<file path="src/hw/rtl/ffha_pkg.sv">
package ffha_pkg;

    localparam int ADDR_W = 15;
    localparam int LEN_W  = 16;
    localparam int STAT_W = 3;

    localparam int HEAP_BYTES_DEF   = 32768;
    localparam int ENTRY_COST_DEF   = 16;
    localparam int USED_ENTRIES_DEF = 64;
    localparam int FREE_ENTRIES_DEF = 64;

    // remainder below this takes the whole segment
    localparam int SPLIT_MIN = 16;

    localparam logic OP_ALLOC = 1'b0;
    localparam logic OP_FREE  = 1'b1;

    localparam logic [STAT_W-1:0] ST_OK        = 3'd0;
    localparam logic [STAT_W-1:0] ST_TOO_LARGE = 3'd1;
    localparam logic [STAT_W-1:0] ST_NO_FIT    = 3'd2;
    localparam logic [STAT_W-1:0] ST_NOT_ALLOC = 3'd3;
    localparam logic [STAT_W-1:0] ST_FULL      = 3'd4;

    typedef struct packed {
        logic              opcode;
        logic [LEN_W-1:0]  req_bytes;
        logic [ADDR_W-1:0] block_addr;
    } req_t;

    typedef struct packed {
        logic [STAT_W-1:0] status;
        logic [ADDR_W-1:0] grant_addr;
    } rsp_t;

    typedef struct packed {
        logic [ADDR_W-1:0] start;
        logic [LEN_W-1:0]  length;
    } seg_t;

endpackage

</file>
<file path="src/hw/rtl/ffha_seg_ram.sv">
module ffha_seg_ram #(
    parameter int DEPTH = 64
) (
    input  logic                     clk,
    input  logic                     we,
    input  logic [$clog2(DEPTH)-1:0] waddr,
    input  ffha_pkg::seg_t           wdata,
    input  logic [$clog2(DEPTH)-1:0] raddr,
    output ffha_pkg::seg_t           rdata
);
    import ffha_pkg::*;

    seg_t mem [DEPTH];
    seg_t rdata_reg;

    always_ff @(posedge clk)
    begin
        if (we)
        begin
            mem[waddr] <= wdata;
        end
        rdata_reg <= mem[raddr];
    end

    assign rdata = rdata_reg;

endmodule

</file>
<file path="src/hw/rtl/first_fit_heap_allocator_unit.sv">
// Channel   Handshake      Payload  Notes
// request   start / busy   req      taken when start is high and busy is low
// result    done           rsp      valid for the one cycle done is high
//
// Oversize, first-allocate and empty-table requests answer in the cycle after accept.
// Other requests scan a table one entry per cycle through the segment RAM read port;
// a whole-segment take past the first entry or a free then shifts the tail of that
// table down one entry per cycle. Busy stays high through scan and shift, and done
// follows in the next cycle.
// Reset clears counts and sets the top to the heap size; table contents need no clearing.
// Results cannot be held off; busy stays high until done is issued.
module first_fit_heap_allocator_unit #(
    parameter int HEAP_BYTES   = ffha_pkg::HEAP_BYTES_DEF,
    parameter int ENTRY_COST   = ffha_pkg::ENTRY_COST_DEF,
    parameter int USED_ENTRIES = ffha_pkg::USED_ENTRIES_DEF,
    parameter int FREE_ENTRIES = ffha_pkg::FREE_ENTRIES_DEF
) (
    input  logic           clk,
    input  logic           rst_n,
    input  logic           start,
    output logic           busy,
    input  ffha_pkg::req_t req,
    output logic           done,
    output ffha_pkg::rsp_t rsp
);
    import ffha_pkg::*;

    localparam int UI_W  = $clog2(USED_ENTRIES);
    localparam int FI_W  = $clog2(FREE_ENTRIES);
    localparam int UC_W  = $clog2(USED_ENTRIES + 1);
    localparam int FC_W  = $clog2(FREE_ENTRIES + 1);
    localparam int CNT_W = (UC_W > FC_W) ? UC_W : FC_W;
    localparam int TOP_W = $clog2(HEAP_BYTES + 1);
    localparam int AW    = ((TOP_W > LEN_W) ? TOP_W : LEN_W) + 2;

    localparam logic [AW-1:0] HEAP_A  = AW'(HEAP_BYTES);
    localparam logic [AW-1:0] COST_A  = AW'(ENTRY_COST);
    localparam logic [AW-1:0] COST2_A = AW'(2 * ENTRY_COST);
    localparam logic [AW-1:0] SPLIT_A = AW'(SPLIT_MIN);

    localparam logic [2:0] S_IDLE   = 3'd0;
    localparam logic [2:0] S_FSCAN  = 3'd1;
    localparam logic [2:0] S_USCAN  = 3'd2;
    localparam logic [2:0] S_FSHIFT = 3'd3;
    localparam logic [2:0] S_USHIFT = 3'd4;

    logic [2:0]       state_reg, state_next;
    logic [CNT_W-1:0] ptr_reg, ptr_next;
    logic             chk_vld_reg, chk_vld_next;
    logic [CNT_W-1:0] chk_idx_reg, chk_idx_next;
    logic             pend_reg, pend_next;
    logic [CNT_W-1:0] widx_reg, widx_next;
    logic [UC_W-1:0]  used_num_reg, used_num_next;
    logic [FC_W-1:0]  free_cnt_reg, free_cnt_next;
    logic [TOP_W-1:0] top_reg, top_next;
    req_t             req_reg, req_next;
    logic             done_reg, done_next;
    rsp_t             rsp_reg, rsp_next;

    logic            u_we, f_we;
    logic [UI_W-1:0] u_waddr;
    logic [FI_W-1:0] f_waddr;
    seg_t            u_wdata, f_wdata, u_rdata, f_rdata;

    logic [AW-1:0] n_a, top_a, eff_top_a, len_a, s_a, rem_a, ns_a, nt_a;
    logic [FC_W-1:0] eff_fc;

    ffha_seg_ram #(.DEPTH(USED_ENTRIES)) u_used_ram (
        .clk   (clk),
        .we    (u_we),
        .waddr (u_waddr),
        .wdata (u_wdata),
        .raddr (ptr_reg[UI_W-1:0]),
        .rdata (u_rdata)
    );

    ffha_seg_ram #(.DEPTH(FREE_ENTRIES)) u_free_ram (
        .clk   (clk),
        .we    (f_we),
        .waddr (f_waddr),
        .wdata (f_wdata),
        .raddr (ptr_reg[FI_W-1:0]),
        .rdata (f_rdata)
    );

    always_comb
    begin
        state_next    = state_reg;
        ptr_next      = ptr_reg;
        chk_vld_next  = 1'b0;
        chk_idx_next  = chk_idx_reg;
        pend_next     = 1'b0;
        widx_next     = widx_reg;
        used_num_next = used_num_reg;
        free_cnt_next = free_cnt_reg;
        top_next      = top_reg;
        req_next      = req_reg;
        done_next     = 1'b0;
        rsp_next      = rsp_reg;
        u_we          = 1'b0;
        u_waddr       = used_num_reg[UI_W-1:0];
        u_wdata       = '0;
        f_we          = 1'b0;
        f_waddr       = '0;
        f_wdata       = '0;

        n_a       = AW'(req_reg.req_bytes);
        top_a     = AW'(top_reg);
        eff_top_a = (used_num_reg == '0) ? HEAP_A : top_a;
        eff_fc    = (used_num_reg == '0) ? '0 : free_cnt_reg;
        len_a     = AW'(f_rdata.length);
        s_a       = AW'(f_rdata.start);
        rem_a     = len_a - n_a;
        ns_a      = s_a + n_a;
        nt_a      = top_a - COST_A;

        case (state_reg)
            S_IDLE:
            begin
                if (start)
                begin
                    req_next = req;
                    rsp_next = '{status: ST_OK, grant_addr: '0};
                    n_a      = AW'(req.req_bytes);
                    if (req.opcode == OP_ALLOC)
                    begin
                        top_next      = eff_top_a[TOP_W-1:0];
                        free_cnt_next = eff_fc;
                        if (n_a > HEAP_A)
                        begin
                            rsp_next.status = ST_TOO_LARGE;
                            done_next       = 1'b1;
                        end
                        else if (eff_fc == '0)
                        begin
                            done_next = 1'b1;
                            if (n_a + COST2_A > eff_top_a)
                            begin
                                rsp_next.status = ST_TOO_LARGE;
                            end
                            else
                            begin
                                u_we          = 1'b1;
                                u_wdata       = '{start: '0, length: req.req_bytes};
                                f_we          = 1'b1;
                                f_wdata.start = req.req_bytes[ADDR_W-1:0];
                                f_wdata.length = LEN_W'(eff_top_a - n_a - COST2_A);
                                used_num_next = used_num_reg + 1'b1;
                                free_cnt_next = FC_W'(1);
                                top_next      = TOP_W'(eff_top_a - COST2_A);
                            end
                        end
                        else
                        begin
                            ptr_next   = '0;
                            state_next = S_FSCAN;
                        end
                    end
                    else if (used_num_reg == '0)
                    begin
                        rsp_next.status = ST_NOT_ALLOC;
                        done_next       = 1'b1;
                    end
                    else
                    begin
                        ptr_next   = '0;
                        state_next = S_USCAN;
                    end
                end
            end

            S_FSCAN:
            begin
                if (chk_vld_reg && (len_a >= n_a))
                begin
                    state_next = S_IDLE;
                    done_next  = 1'b1;
                    if ((used_num_reg >= UC_W'(USED_ENTRIES)) || (top_a < COST_A))
                    begin
                        rsp_next.status = ST_FULL;
                    end
                    else if ((chk_idx_reg != '0) || (rem_a < SPLIT_A) || (nt_a >= ns_a))
                    begin
                        rsp_next.grant_addr = f_rdata.start;
                        u_we          = 1'b1;
                        u_wdata       = '{start: f_rdata.start, length: req_reg.req_bytes};
                        used_num_next = used_num_reg + 1'b1;
                        top_next      = TOP_W'(nt_a);
                        f_waddr       = chk_idx_reg[FI_W-1:0];
                        if (rem_a < SPLIT_A)
                        begin
                            if (chk_idx_reg == '0)
                            begin
                                f_we    = 1'b1;
                                f_wdata = '{start: f_rdata.start, length: '0};
                            end
                            else
                            begin
                                // whole segment taken: close the gap
                                done_next  = 1'b0;
                                ptr_next   = chk_idx_reg + 1'b1;
                                state_next = S_FSHIFT;
                            end
                        end
                        else
                        begin
                            f_we          = 1'b1;
                            f_wdata.start = ns_a[ADDR_W-1:0];
                            f_wdata.length = (chk_idx_reg == '0) ? LEN_W'(nt_a - ns_a)
                                                                  : LEN_W'(rem_a);
                        end
                    end
                    else
                    begin
                        rsp_next.status = ST_NO_FIT;
                    end
                end
                else if (chk_vld_reg && (chk_idx_reg + 1'b1 == CNT_W'(free_cnt_reg)))
                begin
                    rsp_next.status = ST_NO_FIT;
                    done_next       = 1'b1;
                    state_next      = S_IDLE;
                end
                else if (ptr_reg < CNT_W'(free_cnt_reg))
                begin
                    chk_vld_next = 1'b1;
                    chk_idx_next = ptr_reg;
                    ptr_next     = ptr_reg + 1'b1;
                end
            end

            S_USCAN:
            begin
                if (chk_vld_reg && (u_rdata.start == req_reg.block_addr))
                begin
                    if ((free_cnt_reg >= FC_W'(FREE_ENTRIES)) || (top_a < COST_A))
                    begin
                        rsp_next.status = ST_FULL;
                        done_next       = 1'b1;
                        state_next      = S_IDLE;
                    end
                    else
                    begin
                        f_we          = 1'b1;
                        f_waddr       = free_cnt_reg[FI_W-1:0];
                        f_wdata       = u_rdata;
                        free_cnt_next = free_cnt_reg + 1'b1;
                        top_next      = TOP_W'(nt_a);
                        ptr_next      = chk_idx_reg + 1'b1;
                        state_next    = S_USHIFT;
                    end
                end
                else if (chk_vld_reg && (chk_idx_reg + 1'b1 == CNT_W'(used_num_reg)))
                begin
                    rsp_next.status = ST_NOT_ALLOC;
                    done_next       = 1'b1;
                    state_next      = S_IDLE;
                end
                else if (ptr_reg < CNT_W'(used_num_reg))
                begin
                    chk_vld_next = 1'b1;
                    chk_idx_next = ptr_reg;
                    ptr_next     = ptr_reg + 1'b1;
                end
            end

            S_FSHIFT:
            begin
                // read entry k+1, write it to k on the next cycle
                f_we    = pend_reg;
                f_waddr = widx_reg[FI_W-1:0];
                f_wdata = f_rdata;
                if (ptr_reg < CNT_W'(free_cnt_reg))
                begin
                    pend_next = 1'b1;
                    widx_next = ptr_reg - 1'b1;
                    ptr_next  = ptr_reg + 1'b1;
                end
                else
                begin
                    free_cnt_next = free_cnt_reg - 1'b1;
                    done_next     = 1'b1;
                    state_next    = S_IDLE;
                end
            end

            S_USHIFT:
            begin
                u_we    = pend_reg;
                u_waddr = widx_reg[UI_W-1:0];
                u_wdata = u_rdata;
                if (ptr_reg < CNT_W'(used_num_reg))
                begin
                    pend_next = 1'b1;
                    widx_next = ptr_reg - 1'b1;
                    ptr_next  = ptr_reg + 1'b1;
                end
                else
                begin
                    used_num_next = used_num_reg - 1'b1;
                    done_next     = 1'b1;
                    state_next    = S_IDLE;
                end
            end

            default:
            begin
                state_next = S_IDLE;
            end
        endcase
    end

    always_ff @(posedge clk or negedge rst_n)
    begin
        if (!rst_n)
        begin
            state_reg    <= S_IDLE;
            chk_vld_reg  <= 1'b0;
            pend_reg     <= 1'b0;
            used_num_reg <= '0;
            free_cnt_reg <= '0;
            top_reg      <= TOP_W'(HEAP_BYTES);
            done_reg     <= 1'b0;
        end
        else
        begin
            state_reg    <= state_next;
            chk_vld_reg  <= chk_vld_next;
            pend_reg     <= pend_next;
            used_num_reg <= used_num_next;
            free_cnt_reg <= free_cnt_next;
            top_reg      <= top_next;
            done_reg     <= done_next;
        end
    end

    always_ff @(posedge clk)
    begin
        ptr_reg     <= ptr_next;
        chk_idx_reg <= chk_idx_next;
        widx_reg    <= widx_next;
        req_reg     <= req_next;
        rsp_reg     <= rsp_next;
    end

    assign busy = (state_reg != S_IDLE);
    assign done = done_reg;
    assign rsp  = rsp_reg;

    a_used_bound: assert property (@(posedge clk) disable iff (!rst_n)
        used_num_reg <= UC_W'(USED_ENTRIES))
        else $error("used count past table depth");

    a_free_bound: assert property (@(posedge clk) disable iff (!rst_n)
        free_cnt_reg <= FC_W'(FREE_ENTRIES))
        else $error("free count past table depth");

    a_done_src: assert property (@(posedge clk) disable iff (!rst_n)
        done |-> ($past(busy) || $past(start)))
        else $error("word issued without a request");

    a_fail_grant: assert property (@(posedge clk) disable iff (!rst_n)
        (done && (rsp.status != ST_OK)) |-> (rsp.grant_addr == '0))
        else $error("failed request carries an address");

endmodule
</file>
<file path="config.mk">
export PLATFORM = sky130hd
export DESIGN_NAME = first_fit_heap_allocator_unit
export DESIGN_NICKNAME = d
export VERILOG_FILES = /design/src/hw/rtl/ffha_pkg.sv /design/src/hw/rtl/ffha_seg_ram.sv /design/src/hw/rtl/first_fit_heap_allocator_unit.sv
export SDC_FILE = /design/constraint.sdc
export NUM_CORES = 2
export LEC_CHECK = 0
export BUFFER_PORTS_ARGS = -buffer_cell sky130_fd_sc_hd__buf_2
export CAP_MARGIN = 20
export CORE_ASPECT_RATIO = 0.7
export CORE_MARGIN = 3
export CORE_UTILIZATION = 45
export CTS_CLUSTER_DIAMETER = 80
export DETAILED_ROUTE_END_ITERATION = 8
export SLEW_MARGIN = 20
export SYNTH_ARGS = -nofsm -noshare
export SYNTH_HDL_FRONTEND = slang
export SYNTH_SLANG_ARGS = --single-unit
</file>
<file path="constraint.sdc">
create_clock -name clk -period 8.15 [get_ports clk]
set_clock_uncertainty 0.05 [all_clocks]
set_input_delay 0.815 -clock clk [delete_from_list [all_inputs] [get_ports clk]]
set_output_delay 0.815 -clock clk [all_outputs]
set_load 0.005 [all_outputs]
</file>
======== Yosys cells after proc, flatten, opt, wreduce, memory -nomap -nowiden ========
Memory sizes are Yosys's and may differ from the RTL's. A register that Yosys moved wholly into a read port is not among the register bits.
Cells that the tools add are included.
word-level totals
  register bits after elaboration ......... 105
  bits in latches ......................... 0
  memory bits (writable) .................. 3968
  memory bits (read-only) ................. 0
  bits of input ports ..................... 35
  output and inout port bits .............. 20
  logic and storage cells ................. 281
  memories kept ........................... 2
operators by class
  add/subtract/negate cells ............... 15
  multipliers ............................. 0
  divide/modulo/power cells ............... 0
  order comparisons ....................... 10
  equal/unequal tests ..................... 41
  shift operators ......................... 0
  mux-type cells .......................... 168
  bitwise gates (word level) .............. 0
  reductions and logical operators ........ 31
memory list
  name            words  width  rd ports  clocked after Yosys merged registers in  write ports  RTL line            text
  u_free_ram.mem  64     31     1         1                                        1            ffha_seg_ram.sv:13  seg_t mem [DEPTH];
  u_used_ram.mem  64     31     1         1                                        1            ffha_seg_ram.sv:13
operators with widths
  cell                                                          number
  two-way mux 31 bit                                            15
  two-way mux 7 bit                                             40
  two-way mux 16 bit                                            17
  one-hot mux 31 bit (4 select lines)                           1
  one-hot mux 31 bit (3 select lines)                           1
  two-way mux 3 bit                                             20
  two-way mux 6 bit                                             8
  one-hot mux 16 bit (3 select lines)                           1
  two-way mux 15 bit                                            3
  two-way mux 1 bit                                             42
  one-hot mux 7 bit (3 select lines)                            2
  != test 2 bit (second input constant)                         20
  != test 3 bit (second input constant)                         13
  one-hot mux 7 bit (5 select lines)                            1
  subtractor 16 bit                                             2
  one-hot mux 15 bit (2 select lines)                           1
  adder 7 x 1 -> 7 bit (second input constant)                  4
  zero test 7 bit                                               3
  greater-or-equal comparator 18 x 17 -> 1 bit                  1
  less-than comparator 18 x 5 -> 1 bit (second input constant)  1
  two-way mux 18 bit                                            1
  one-hot mux 6 bit (3 select lines)                            1
  adder 15 x 16 -> 17 bit                                       1
  adder 16 x 6 -> 17 bit (second input constant)                1
  other kinds (42)                                              65

======== Logic depth before layout (Yosys ltp) ========
  word-level depth ........................ 11
  mapped depth ............................ 25
  mapped depth without buffers ............ 22

======== By module ========
From an unflattened synthesis, not the netlist that was laid out.
second synthesis, totals
  cells, all modules ...................... 8269
  area total of the unflattened synthesis .. 164634.1 µm²
modules (own cells, without submodules)
  module                         times used  cells each  area an instance (µm²)  sequential area each (µm²)
  ffha_seg_ram                   2           3423        76502.1                 60197.7
  first_fit_heap_allocator_unit  1           1423        11629.9                 2974.1

======== Worst setup path before layout ========
Ideal clock, no wire load.
  path type ............................... flip-flop to flip-flop
  from .................................... register req_reg[16] in the netlist's numbering
  to ...................................... memory u_free_ram.mem[0][1] in the netlist's numbering (data pin)
  library setup time ...................... 702 ps
  arrival time ............................ 6732 ps
  required time ........................... 7398 ps
  setup slack ............................. 666 ps
  stages on the path, launching flop included .. 23
  buffers on the path ..................... 1
  period minus slack after synthesis ...... 7484 ps
  cell sequence ........................... edfxtp_1 ha_1 a21o_1 a21oi_1 o21bai_1 a21oi_1 nor3_1 a211oi_1 a21oi_1 a21o_1 a21oi_1 xnor2_1 ha_1 nand4_1 nor4_1 nor2_1 a221oi_1 o211ai_1 and3_1 o21ai_4 nand3_1 clkbuf_1 o21ai_0
RTL lines
  what                    RTL line                              text
  start, declared         first_fit_heap_allocator_unit.sv:56   req_t req_reg, req_next;
  start signal, assigned  first_fit_heap_allocator_unit.sv:342  req_reg <= req_next;
  end, declared           ffha_seg_ram.sv:13

==> summary.txt <==
largest net degree at the start of global routing: 136
synthesized cell area: 163,000 um^2
RSZ-0062 raised after global routing: false
setup violators final: 0
Mapped Nets: 7,393
Top FF cell, synth: edfxtp_1
#FFs+latches synth: 4,135
Seq/Total Area, Yosys: 75.6%
Clk Latency, worst-skew pair: 0.93 ns
fin nets: 7,810
die height: 510 um
H-Tree Depth: 5
Hold Fails Final Rpt: 0
Slew HR: 14.4%
Async SR Flop Fraction: 0.871%
ranking of synthesized cells by area: edfxtp_1 74%, mux4_2 18%, ha_1 0.93%
share of cells above drive strength 1: 30.8%
CP Max Fanout: 37
most common cell in the netlist: edfxtp_1
Worst-Margin Slew: 1.28 ns
antenna viol nets, final: 0
DIE WIDTH: 726 um
root buf cell: clkbuf_16
top post-synthesis cells by count: 4,037 x edfxtp_1, 1,302 x mux4_2, 278 x clkbuf_1
Area Growth Syn to Fin: 14.2%
DRT iter0 DRCs: 11,933
Worst Path Arrival: 7.79 ns
Worst-path clk slew: 0.07 ns
Period minus WS final: 7.14 ns
Max Slew Vio Count: 0
Max VDD drop: 0.305 mV
port buffer count: 54
WL per Instance: 34.6 um
Synth warnings: 0
# clock sinks: 4,135
TritonCTS clock tree: yes
Regs by FF count: u_free_ram.mem: 1984 flops, u_used_ram.mem: 1984 flops
DR vias/cell: 6.23
Layout Utilization: 51.8%
internal power: 42,300 uW
GP Congestion: 0.964
Worst Setup End Kind: register
PD cells: 338 nW/um^2
Synth top area share: 74.3%
Worst setup SP type: register
average size of a mapped cell: 22.6 um^2
DRT Pass-1 Iters: 6
total global routing overflow: 0
CTS Buf Count: 395
I/O pin count: 55
Post-synth EDFFs: 4,037
Setup WS pre-CTS: 1.19 ns
Data required, critical path: 8.80 ns
Synth area leader: edfxtp_1
HP Class: in -> reg
MaxCap Viol Count: 0
P_sw: 20,800 uW
DIE AREA: 370,000 um^2
Unique masters post-synth: 79
clock share of power: 28.9%
Setup Fix Bufs, Post-CTS: 0
Sequential Power Share: 39.6%
initial antenna violation count: 91
logic gate share of total power: 31.4%
crit share post-route: 87.6%
DR vias: 80,152
Peak Freq: 140 MHz
final std cells w/o fill: 12,859
worst setup margin: 1.01 ns
core area: 360,000 um^2
first-pass GRT wire length: 620,000 um
number of global-route vias before repair: 77,004
sum of negative setup slack: 0 ns
total power: 63,100 uW
Initial Utilization: 45.3%
DP Cell Count: 12,070
final wirelength: 445,000 um
CTS Buffer Depth: 4
status: finished, final reports clean
Mapped Cells: 7,231
Worst Path Class, Setup: reg -> reg
placed wire-length estimate: 283,000 um
num rows: 184
total global-route track usage: 23.9%
leakage: 0.0553 uW
switching share of power: 32.9%
DR DRC count: 0
worst paths after layout:
path,to,slack [ns],from,depth (start not counted)
worst min-delay path,state_reg[1],0.21,req[31],3
worst max register to register,u_free_ram.mem[63][22],1.01,req_reg[16],25
worst min register to register,used_num_reg[6],0.50,used_num_reg[6],1
min in group asynchronous,top_reg[1],0.50,rst_n,2
worst max-delay path,u_free_ram.mem[63][22],1.01,req_reg[16],25
max in group asynchronous,free_cnt_reg[4],7.04,rst_n,2
cell type report:
type / instances / area, um^2
antenna: 59 / 148
clock buffer: 477 / 10300
clock inverter: 236 / 2380
fill: 27541 / 174000
inverter: 107 / 402
multi-input combinational: 2626 / 39500
sequential: 4135 / 123000
tap: 4836 / 6050
timing repair buffer: 383 / 4280
layout by cell type, fill, tap and decap left out, drive strengths merged, types with 62 or more instances in the layout:
cell type,netlist,layout
o21ai,80,80
clkinv,2,166
a21oi,104,104
nor3,82,82
edfxtp,4037,4037
dfxtp,62,62
buf,85,367
ha,121,121
nand2,167,167
mux4,1302,1302
xnor2,87,87
inv,105,118
clkbuf,278,477
nor2,164,164
per-layer routing:
metal  vias up  track usage, %  part of all wire [%]
met4        24            6.92                   2.9
met5         -           0.531                 0.039
met1     43415            38.4                    45
met3       624            7.14                    12
li1      31757               -                     -
met2      4332            31.2                    41
power groups by stage:
stage / logic, uW / clock network (uW) / registers, uW
after floorplan: 11800 / 0 / 25100
after global placement: 19500 / 0 / 25400
after detailed placement: 19600 / 0 / 25500
after CTS: 19700 / 18600 / 25000
after global routing: 20800 / 19500 / 25000
final: 19800 / 18300 / 25000
cell families (layout without fill, tap and decap cells):
logic type / after synthesis / in the layout / share of synthesized area (%)
adders and majority gates: 127 / 127 / 1.00
xor gates and xnor gates: 120 / 120 / 0.644
muxes: 1323 / 1323 / 18.1
and+or+nand+nor: 631 / 631 / 1.84
DFF: 4135 / 4135 / 75.6
other: 0 / 59 / 0
AOI/OAI and AO/OA: 425 / 425 / 1.75
buffers and inverters: 470 / 1203 / 1.10
what timing repair did:
| action | in CTS | in global routing |
|---|---|---|
| endpoints found under the hold margin | 21 | 0 |
| resized for setup | 0 | 0 |
| hold buffers | 16 | 0 |
per-stage QoR:
| step | hold WS [ns] | cell area [um^2] |
|---|---|---|
| 2_1_floorplan | 0.405 | 163000 |
| 3_3_place_gp | 0.481 | 173000 |
| 3_5_place_dp | 0.487 | 173000 |
| 4_1_cts | 0.135 | 186000 |
| 5_1_grt | 0.163 | 186000 |
| 6_report | 0.212 | 186000 |
critical path, stage by stage (launching register included):
cell,delay [ns]
edfxtp_1,0.43
ha_1,0.32
a21o_1,0.18
a21oi_1,0.24
o21bai_1,0.15
a21oi_1,0.30
nor3_1,0.10
a211oi_1,0.36
a21oi_1,0.19
a21o_1,0.22
a21oi_1,0.17
xnor2_1,0.09
ha_1,0.41
nand4_1,0.14
nor4_1,0.49
nor2_1,0.09
a221oi_1,0.28
o211ai_1,0.12
and3_1,0.26
a21boi_0,0.15
buf_4,0.23
nor2_2,0.16
buf_4,0.53
nand2_1,0.14
nand3_2,0.62
buf_4,0.41
Note: power is estimated with default switching activity, not from simulation.
